## src/rtl/u8u16_pkg.sv

```systemverilog
// Types and constants shared by the UTF-8 to UTF-16 transcoder modules.
package u8u16_pkg;

	localparam logic [1:0] KIND_UNIT  = 2'd0;
	localparam logic [1:0] KIND_OK    = 2'd1;
	localparam logic [1:0] KIND_ERROR = 2'd2;

	// Open sequence length codes
	localparam logic [1:0] SEQ_NONE = 2'd0;
	localparam logic [1:0] SEQ_2B   = 2'd1;
	localparam logic [1:0] SEQ_3B   = 2'd2;
	localparam logic [1:0] SEQ_4B   = 2'd3;

	localparam int unsigned MAX_RES = 3;

	typedef struct packed {
		logic [15:0] unit;
		logic [1:0]  kind;
	} res_t;

	// Results caused by one byte, entry 0 goes out first
	typedef struct packed {
		res_t [MAX_RES-1:0] res;
		logic [1:0]         cnt;
	} res_bundle_t;

endpackage

```

## src/rtl/u8u16_decode.sv

```systemverilog
// Per-byte UTF-8 decoder with sequence state and UTF-16 unit generation.
module u8u16_decode (
	input  logic                   clk,
	input  logic                   arst_n,
	input  logic                   advance,
	input  logic [7:0]             byte_in,
	input  logic                   end_of_string,
	output u8u16_pkg::res_bundle_t bundle
);
	import u8u16_pkg::*;

	logic [1:0]  rem_q, rem_n;
	logic [1:0]  seq_q, seq_n;
	logic [20:0] acc_q, acc_n;
	logic        err_q, err_n;

	logic        bad;
	logic        emit;
	logic        fail;
	logic [20:0] scalar;
	logic [20:0] acc_shift;
	logic [20:0] off;
	logic [1:0]  n;

	assign acc_shift = {acc_q[14:0], byte_in[5:0]};
	assign off       = scalar - 21'h010000;

	always_comb begin
		rem_n  = rem_q;
		seq_n  = seq_q;
		acc_n  = acc_q;
		err_n  = err_q;
		bad    = 1'b0;
		emit   = 1'b0;
		fail   = 1'b0;
		scalar = '0;
		n      = 2'd0;
		bundle = '0;

		if (!err_q) begin
			if (rem_q == 2'd0) begin
				if (!byte_in[7]) begin
					emit   = 1'b1;
					scalar = {13'd0, byte_in};
				end else if (byte_in[7:5] == 3'b110) begin
					acc_n = {16'd0, byte_in[4:0]};
					rem_n = 2'd1;
					seq_n = SEQ_2B;
				end else if (byte_in[7:4] == 4'b1110) begin
					acc_n = {17'd0, byte_in[3:0]};
					rem_n = 2'd2;
					seq_n = SEQ_3B;
				end else if (byte_in[7:3] == 5'b11110) begin
					acc_n = {18'd0, byte_in[2:0]};
					rem_n = 2'd3;
					seq_n = SEQ_4B;
				end else begin
					bad = 1'b1;
				end
			end else if (byte_in[7:6] != 2'b10) begin
				bad = 1'b1;
			end else begin
				acc_n = acc_shift;
				rem_n = rem_q - 2'd1;
				if (rem_n == 2'd0) begin
					scalar = acc_shift;
					unique case (seq_q)
						SEQ_2B: bad = acc_shift < 21'h000080;
						SEQ_3B: bad = (acc_shift < 21'h000800) ||
							((acc_shift >= 21'h00D800) && (acc_shift <= 21'h00DFFF));
						default: bad = (acc_shift < 21'h010000) || (acc_shift > 21'h10FFFF);
					endcase
					seq_n = SEQ_NONE;
					acc_n = '0;
					emit  = !bad;
				end
			end
			if (bad) begin
				err_n = 1'b1;
				rem_n = 2'd0;
				seq_n = SEQ_NONE;
				acc_n = '0;
			end
		end

		if (emit) begin
			if (scalar <= 21'h00FFFF) begin
				bundle.res[0] = '{unit: scalar[15:0], kind: KIND_UNIT};
				n = 2'd1;
			end else begin
				// Split into a surrogate pair
				bundle.res[0] = '{unit: 16'hD800 | {6'd0, off[19:10]}, kind: KIND_UNIT};
				bundle.res[1] = '{unit: 16'hDC00 | {6'd0, off[9:0]}, kind: KIND_UNIT};
				n = 2'd2;
			end
		end

		if (end_of_string) begin
			fail = err_n || (rem_n != 2'd0);
			if (fail) begin
				n = 2'd0;
			end
			bundle.res[n] = '{unit: 16'd0, kind: fail ? KIND_ERROR : KIND_OK};
			n = n + 2'd1;
			rem_n = 2'd0;
			seq_n = SEQ_NONE;
			acc_n = '0;
			err_n = 1'b0;
		end
		bundle.cnt = n;
	end

	always_ff @(posedge clk or negedge arst_n) begin
		if (!arst_n) begin
			rem_q <= 2'd0;
			seq_q <= SEQ_NONE;
			acc_q <= '0;
			err_q <= 1'b0;
		end else if (advance) begin
			rem_q <= rem_n;
			seq_q <= seq_n;
			acc_q <= acc_n;
			err_q <= err_n;
		end
	end

endmodule

```

## src/rtl/u8u16_outbuf.sv

```systemverilog
// Result register that holds the results of one byte and sends them one beat each.
module u8u16_outbuf (
	input  logic                   clk,
	input  logic                   arst_n,
	input  logic                   load,
	input  u8u16_pkg::res_bundle_t bundle,
	output logic                   free,
	output logic                   m_tvalid,
	input  logic                   m_tready,
	output logic [15:0]            m_tdata,   // [15:0] code_unit
	output logic [1:0]             m_tuser,   // [1:0] kind
	output logic                   m_tlast    // last_of_run
);
	import u8u16_pkg::*;

	res_t [MAX_RES-1:0] res_q;
	logic [1:0]         cnt_q;
	logic [1:0]         idx_q;
	logic               busy_q;
	logic               at_end;

	assign at_end   = (idx_q == (cnt_q - 2'd1));
	assign free     = !busy_q || (m_tready && at_end);
	assign m_tvalid = busy_q;
	assign m_tdata  = res_q[idx_q].unit;
	assign m_tuser  = res_q[idx_q].kind;
	assign m_tlast  = at_end;

	always_ff @(posedge clk) begin
		if (load && free) begin
			res_q <= bundle.res;
			cnt_q <= bundle.cnt;
		end
	end

	always_ff @(posedge clk or negedge arst_n) begin
		if (!arst_n) begin
			busy_q <= 1'b0;
			idx_q  <= 2'd0;
		end else if (load && free) begin
			// Bytes that cause no result leave the buffer empty
			busy_q <= (bundle.cnt != 2'd0);
			idx_q  <= 2'd0;
		end else if (busy_q && m_tready) begin
			if (at_end) begin
				busy_q <= 1'b0;
			end else begin
				idx_q <= idx_q + 2'd1;
			end
		end
	end

endmodule

```

## src/rtl/utf8_to_utf16_transcoder.sv

```systemverilog
// UTF-8 to UTF-16 transcoder top level.
// Takes one UTF-8 byte per beat on the s_ side, tlast marking the final byte of a string,
// and sends UTF-16 code units on the m_ side with kind in tuser: 0 code unit, 1 string ok,
// 2 string in error; m_tlast marks the last result caused by a byte. A byte passes an input
// register, then the decoder, and its results land in the output register once that register
// is free. One byte is taken per cycle as long as m_tready stays high and each byte yields at
// most one result; a byte that completes a scalar above 0xFFFF, or ends a string after a unit,
// yields two or three results and holds the input until they are sent, since the output
// register sends one result per beat. A string in error still may have sent units before
// its error result; discard them on seeing the error result.
module utf8_to_utf16_transcoder (
	input  logic        clk,
	input  logic        arst_n,
	input  logic        s_tvalid,
	output logic        s_tready,
	input  logic [7:0]  s_tdata,   // [7:0] byte_in
	input  logic        s_tlast,   // end_of_string
	output logic        m_tvalid,
	input  logic        m_tready,
	output logic [15:0] m_tdata,   // [15:0] code_unit
	output logic [1:0]  m_tuser,   // [1:0] kind
	output logic        m_tlast    // last_of_run
);
	import u8u16_pkg::*;

	logic        valid_s1;
	logic [7:0]  byte_s1;
	logic        last_s1;
	logic        free;
	logic        advance;
	res_bundle_t bundle;

	assign advance  = valid_s1 && free;
	assign s_tready = !valid_s1 || free;

	always_ff @(posedge clk or negedge arst_n) begin
		if (!arst_n) begin
			valid_s1 <= 1'b0;
		end else if (s_tready) begin
			valid_s1 <= s_tvalid;
		end
	end

	always_ff @(posedge clk) begin
		if (s_tvalid && s_tready) begin
			byte_s1 <= s_tdata;
			last_s1 <= s_tlast;
		end
	end

	u8u16_decode u_decode (
		.clk          (clk),
		.arst_n       (arst_n),
		.advance      (advance),
		.byte_in      (byte_s1),
		.end_of_string(last_s1),
		.bundle       (bundle)
	);

	u8u16_outbuf u_outbuf (
		.clk     (clk),
		.arst_n  (arst_n),
		.load    (valid_s1),
		.bundle  (bundle),
		.free    (free),
		.m_tvalid(m_tvalid),
		.m_tready(m_tready),
		.m_tdata (m_tdata),
		.m_tuser (m_tuser),
		.m_tlast (m_tlast)
	);

endmodule

```

## config.mk

```make
export PLATFORM = sky130hd
export DESIGN_NAME = utf8_to_utf16_transcoder
export DESIGN_NICKNAME = d
export VERILOG_FILES = /design/src/rtl/u8u16_pkg.sv /design/src/rtl/u8u16_decode.sv /design/src/rtl/u8u16_outbuf.sv /design/src/rtl/utf8_to_utf16_transcoder.sv
export SDC_FILE = /design/constraint.sdc
export NUM_CORES = 1
export LEC_CHECK = 0
export BUFFER_PORTS_ARGS = -buffer_cell sky130_fd_sc_hd__buf_2
export CAP_MARGIN = 25
export CORE_MARGIN = 5
export CORE_UTILIZATION = 50
export DETAILED_ROUTE_END_ITERATION = 6
export PLACE_DENSITY = 0.69
export SYNTH_ARGS = -nofsm -noshare
export SYNTH_HDL_FRONTEND = slang
export SYNTH_SLANG_ARGS = --single-unit
```

## constraint.sdc

```tcl
create_clock -name clk -period 5.25 [get_ports clk]
set_clock_uncertainty 0.15 [all_clocks]
set_input_delay 0.2625 -clock clk [delete_from_list [all_inputs] [get_ports clk]]
set_output_delay 0.2625 -clock clk [all_outputs]
set_load 0.01 [all_outputs]
```

==> results by group <==
Drt
  • Number of detailed-route iterations in the first pass: 4
  • WL/cell: 14.9 um
  • Metal-1 WL: 3460 um
  • Met3 wire length: roughly 420 um
  • Iteration-0 DRC Markers: between 100 and 150
  • DR top layer: met4
  • Vias: 2,723
  • Met2 wire len: 3380 um
  • DRC Markers: 0
  • Antenna-violating nets left: 0
  • Routed WL: 7400 um
  • Vias/cell: between 5 and 6

Power and ir drop
  • P per Cell Area: 530 nW/um2
  • Power, Total: 2.21 mW
  • VDD IR max: 0.300 mV
  • Leakage: 1.60 nW

Synth
  • Synth unique cells: 62
  • Seq/Total Area, Yosys: 52.3%
  • Mean Syn Cell Area: 10.4 um2
  • Area leader, netlist: edfxtp_1
  • Warnings, synthesis: 0
  • Post-synth net total: around 380
  • Area share of the leading cell type in the synthesized netlist: 36.0%
  • Post-synthesis register bit count: 68
  • Netlist Area Pre-Place: 3670 um2
  • Top_reg_cell synth: edfxtp_1
  • EDFF count, synth: 44
  • Area contributors post-synth: edfxtp_1 (36%), dfrtp_1 (16%), nand2_1 (4.8%)
  • Post-synthesis async set-or-reset flop share: 35.3%
  • Synthesized instance count: 354

Worst setup path
  • Worst Path Class, Setup: flop to flop
  • Worst EP arrival: 4.13 ns
  • Element type at the critical path start: flop
  • CP Capture Type: flop
  • Delay-heaviest family, CP: simple AND/OR/NAND/NOR gates
  • Crit path buf inv count: 2
  • Crit path max fanout: 18
  • Slowest stage delay, CP: 0.49 ns
  • Worst-path cell chain: inv_1 > ha_1 > nor3b_1 > and2_1 > nand2_1 > ha_1 > o21ai_0 > mux2i_4 > and3_1 > inv_2 > ha_1 > nand2_1 > nand2_1 > nor3_2 > and2_1
  • WP data required: 5.19 ns
  • CP max stage cell: and2_1

Timing
  • Fmax: 239 MHz
  • Final period utilization: 79.8%
  • Final setup viols: 0
  • Final hold vios: 0
  • Worst Tran Pin Value: about 0.95 ns
  • Post-route setup slack: 1.06 ns
  • Post-layout minimum cycle time: around 4.2 ns
  • RSZ-0062 raised after global routing: no
  • Slew headroom: 36.9%
  • Setup_tns: 0 ns
  • Slew Limit Fails: 0
  • Hold_ws: 0.0892 ns

Floorplan
  • Core Footprint: between 7000 and 8000 um2
  • Top Ports: 34
  • Die area: 9160 um2
  • Initial Utilization: 50.9%
  • Number of placement rows: 31
  • DIE WIDTH: 95.7 um
  • Die Ht: 95.7 um

Place
  • DP HPWL: 5280 um
  • Inst Count DP: roughly 470
  • Dpl ws: 1.12 ns
  • Area of placed instances: 3880 um2
  • Port bufs: 33
  • Placer Congestion: 0.844

CTS
  • CTS Buffer Depth: 2
  • Clock Latency Late Sink: 0.35 ns
  • Clock-pin slew on the worst setup and hold paths: 0.07 ns
  • CTS tree: yes
  • Post-CTS Resized: 0
  • CTS sink cnt: 68
  • CTS Buf Count: 9
  • Clock Tree Root: clkbuf_8
  • Clock H-tree levels: 3

Layout
  • Post-Layout Cell Count: 495
  • Fillers: 642
  • Layout cells sized above 1: 15.2%
  • Fin util: between 50 and 60%
  • ANT cells: 0
  • Commonest non-fill, non-tap cell in the layout: nand2_1
  • Nets: 412
  • Post-route cell area: 4170 um2
  • Most frequent cells in the layout: nand2_1 (47), edfxtp_1 (44), buf_2 (33)
  • Area Growth Syn to Fin: 13.6%

Global routing
  • First-pass GRT wire length: 12,500 um
  • Initial antenna violation count: 0
  • Largest net degree at the start of global routing: 40
  • Number of global-route vias before repair: 2,586
  • Grt ovf: 0
  • Gr usage total: 17.8%

Hold path
  • Worst hold path type: input pin to flop

Status
  • Run status: complete, no violations

Flow run
  • Max-cap viol count: 0
[layout make-up]
| class | count | area (um2) | area share (%) |
|---|---|---|---|
| flip-flops and latches | 68 | 1920 | 46.0 |
| clock inverters | 6 | 55.1 | 1.32 |
| clock buffers | 10 | 128 | 3.06 |
| well taps | 99 | 124 | 2.97 |
| multi-input cells | 253 | 1600 | 38.4 |
| repair buffers | 47 | 298 | 7.13 |
| inverters | 12 | 45.0 | 1.08 |
[power by group]
part           internal [mW]  total, mW  leakage [nW]  switching (mW)
Sequential             0.779      0.952         0.737           0.173
Clock                  0.214      0.408        0.0911           0.194
Combinational          0.358      0.853         0.773           0.495
Total                   1.35       2.21          1.60           0.862
[path summary, 6_finish.rpt]
kind / startpoint / end / slack [ns] / cells after the start
hold / removal: m_tready / u_outbuf.idx_q[1] / 0.09 / 3
max in group asynchronous: arst_n / u_decode.acc_q[1] / 4.28 / 2
setup reg to reg: u_decode.rem_q[0] / u_outbuf.res_q[12] / 1.06 / 15
setup / recovery: u_decode.rem_q[0] / u_outbuf.res_q[12] / 1.06 / 15
min in group asynchronous: arst_n / u_decode.seq_q[0] / 0.29 / 2
hold reg to reg: u_decode.rem_q[1] / u_decode.rem_q[1] / 0.38 / 1
[cells in the mapped netlist, types with 10 or more instances]
| master | instances |
|---|---|
| nand2b_1 | 12 |
| nand2_1 | 47 |
| o21ai_0 | 23 |
| and2_1 | 12 |
| clkbuf_1 | 11 |
| mux2i_1 | 13 |
| dfrtp_1 | 24 |
| a21oi_1 | 21 |
| edfxtp_1 | 44 |
| nand3_1 | 15 |
| inv_1 | 10 |
| nor2_1 | 20 |
[metal layers]
layer  GRT usage [%]  vias up
met5               0        -
met4            6.04        0
met3            5.00       13
met2            27.6       70
met1            24.1     1278
li1                -     1362
[cell families (layout without fill, tap and decap cells)]
| logic type | count (synthesis) | count (layout) | share of synthesized area, % |
|---|---|---|---|
| AO/OA/AOI/OAI | 76 | 76 | 13.4 |
| flip-flops | 68 | 68 | 52.3 |
| XOR/XNOR | 3 | 3 | 0.715 |
| multiplexers | 17 | 17 | 5.18 |
| AND/OR/NAND/NOR | 149 | 149 | 21.6 |
| adder cells (fa/ha/maj) | 8 | 8 | 2.72 |
| buffers and inverters | 33 | 75 | 4.05 |
[flip-flops by register name, indices dropped and copies added (netlist names)]
| signal | cells |
|---|---|
| byte_s1 | 8 |
| last_s1 | 1 |
| u_decode.acc_q | 15 |
| u_decode.err_q | 1 |
| u_decode.rem_q | 2 |
| u_decode.seq_q | 2 |
| u_outbuf.cnt_q | 2 |
| u_outbuf.idx_q | 2 |
| u_outbuf.m_tvalid | 1 |
| u_outbuf.res_q | 33 |
| valid_s1 | 1 |
[tightest hold or removal path: stages]
cell	delay, ns
buf_2	0.12
nand2_1	0.07
o21ai_0	0.08
[timing repair]
| item | CTS | global route |
|---|---|---|
| hold buffers | 11 | 0 |
| buffers inserted | 0 | 0 |
| endpoints found under the hold margin | 34 | 0 |
(Power assumes the default switching activity.)
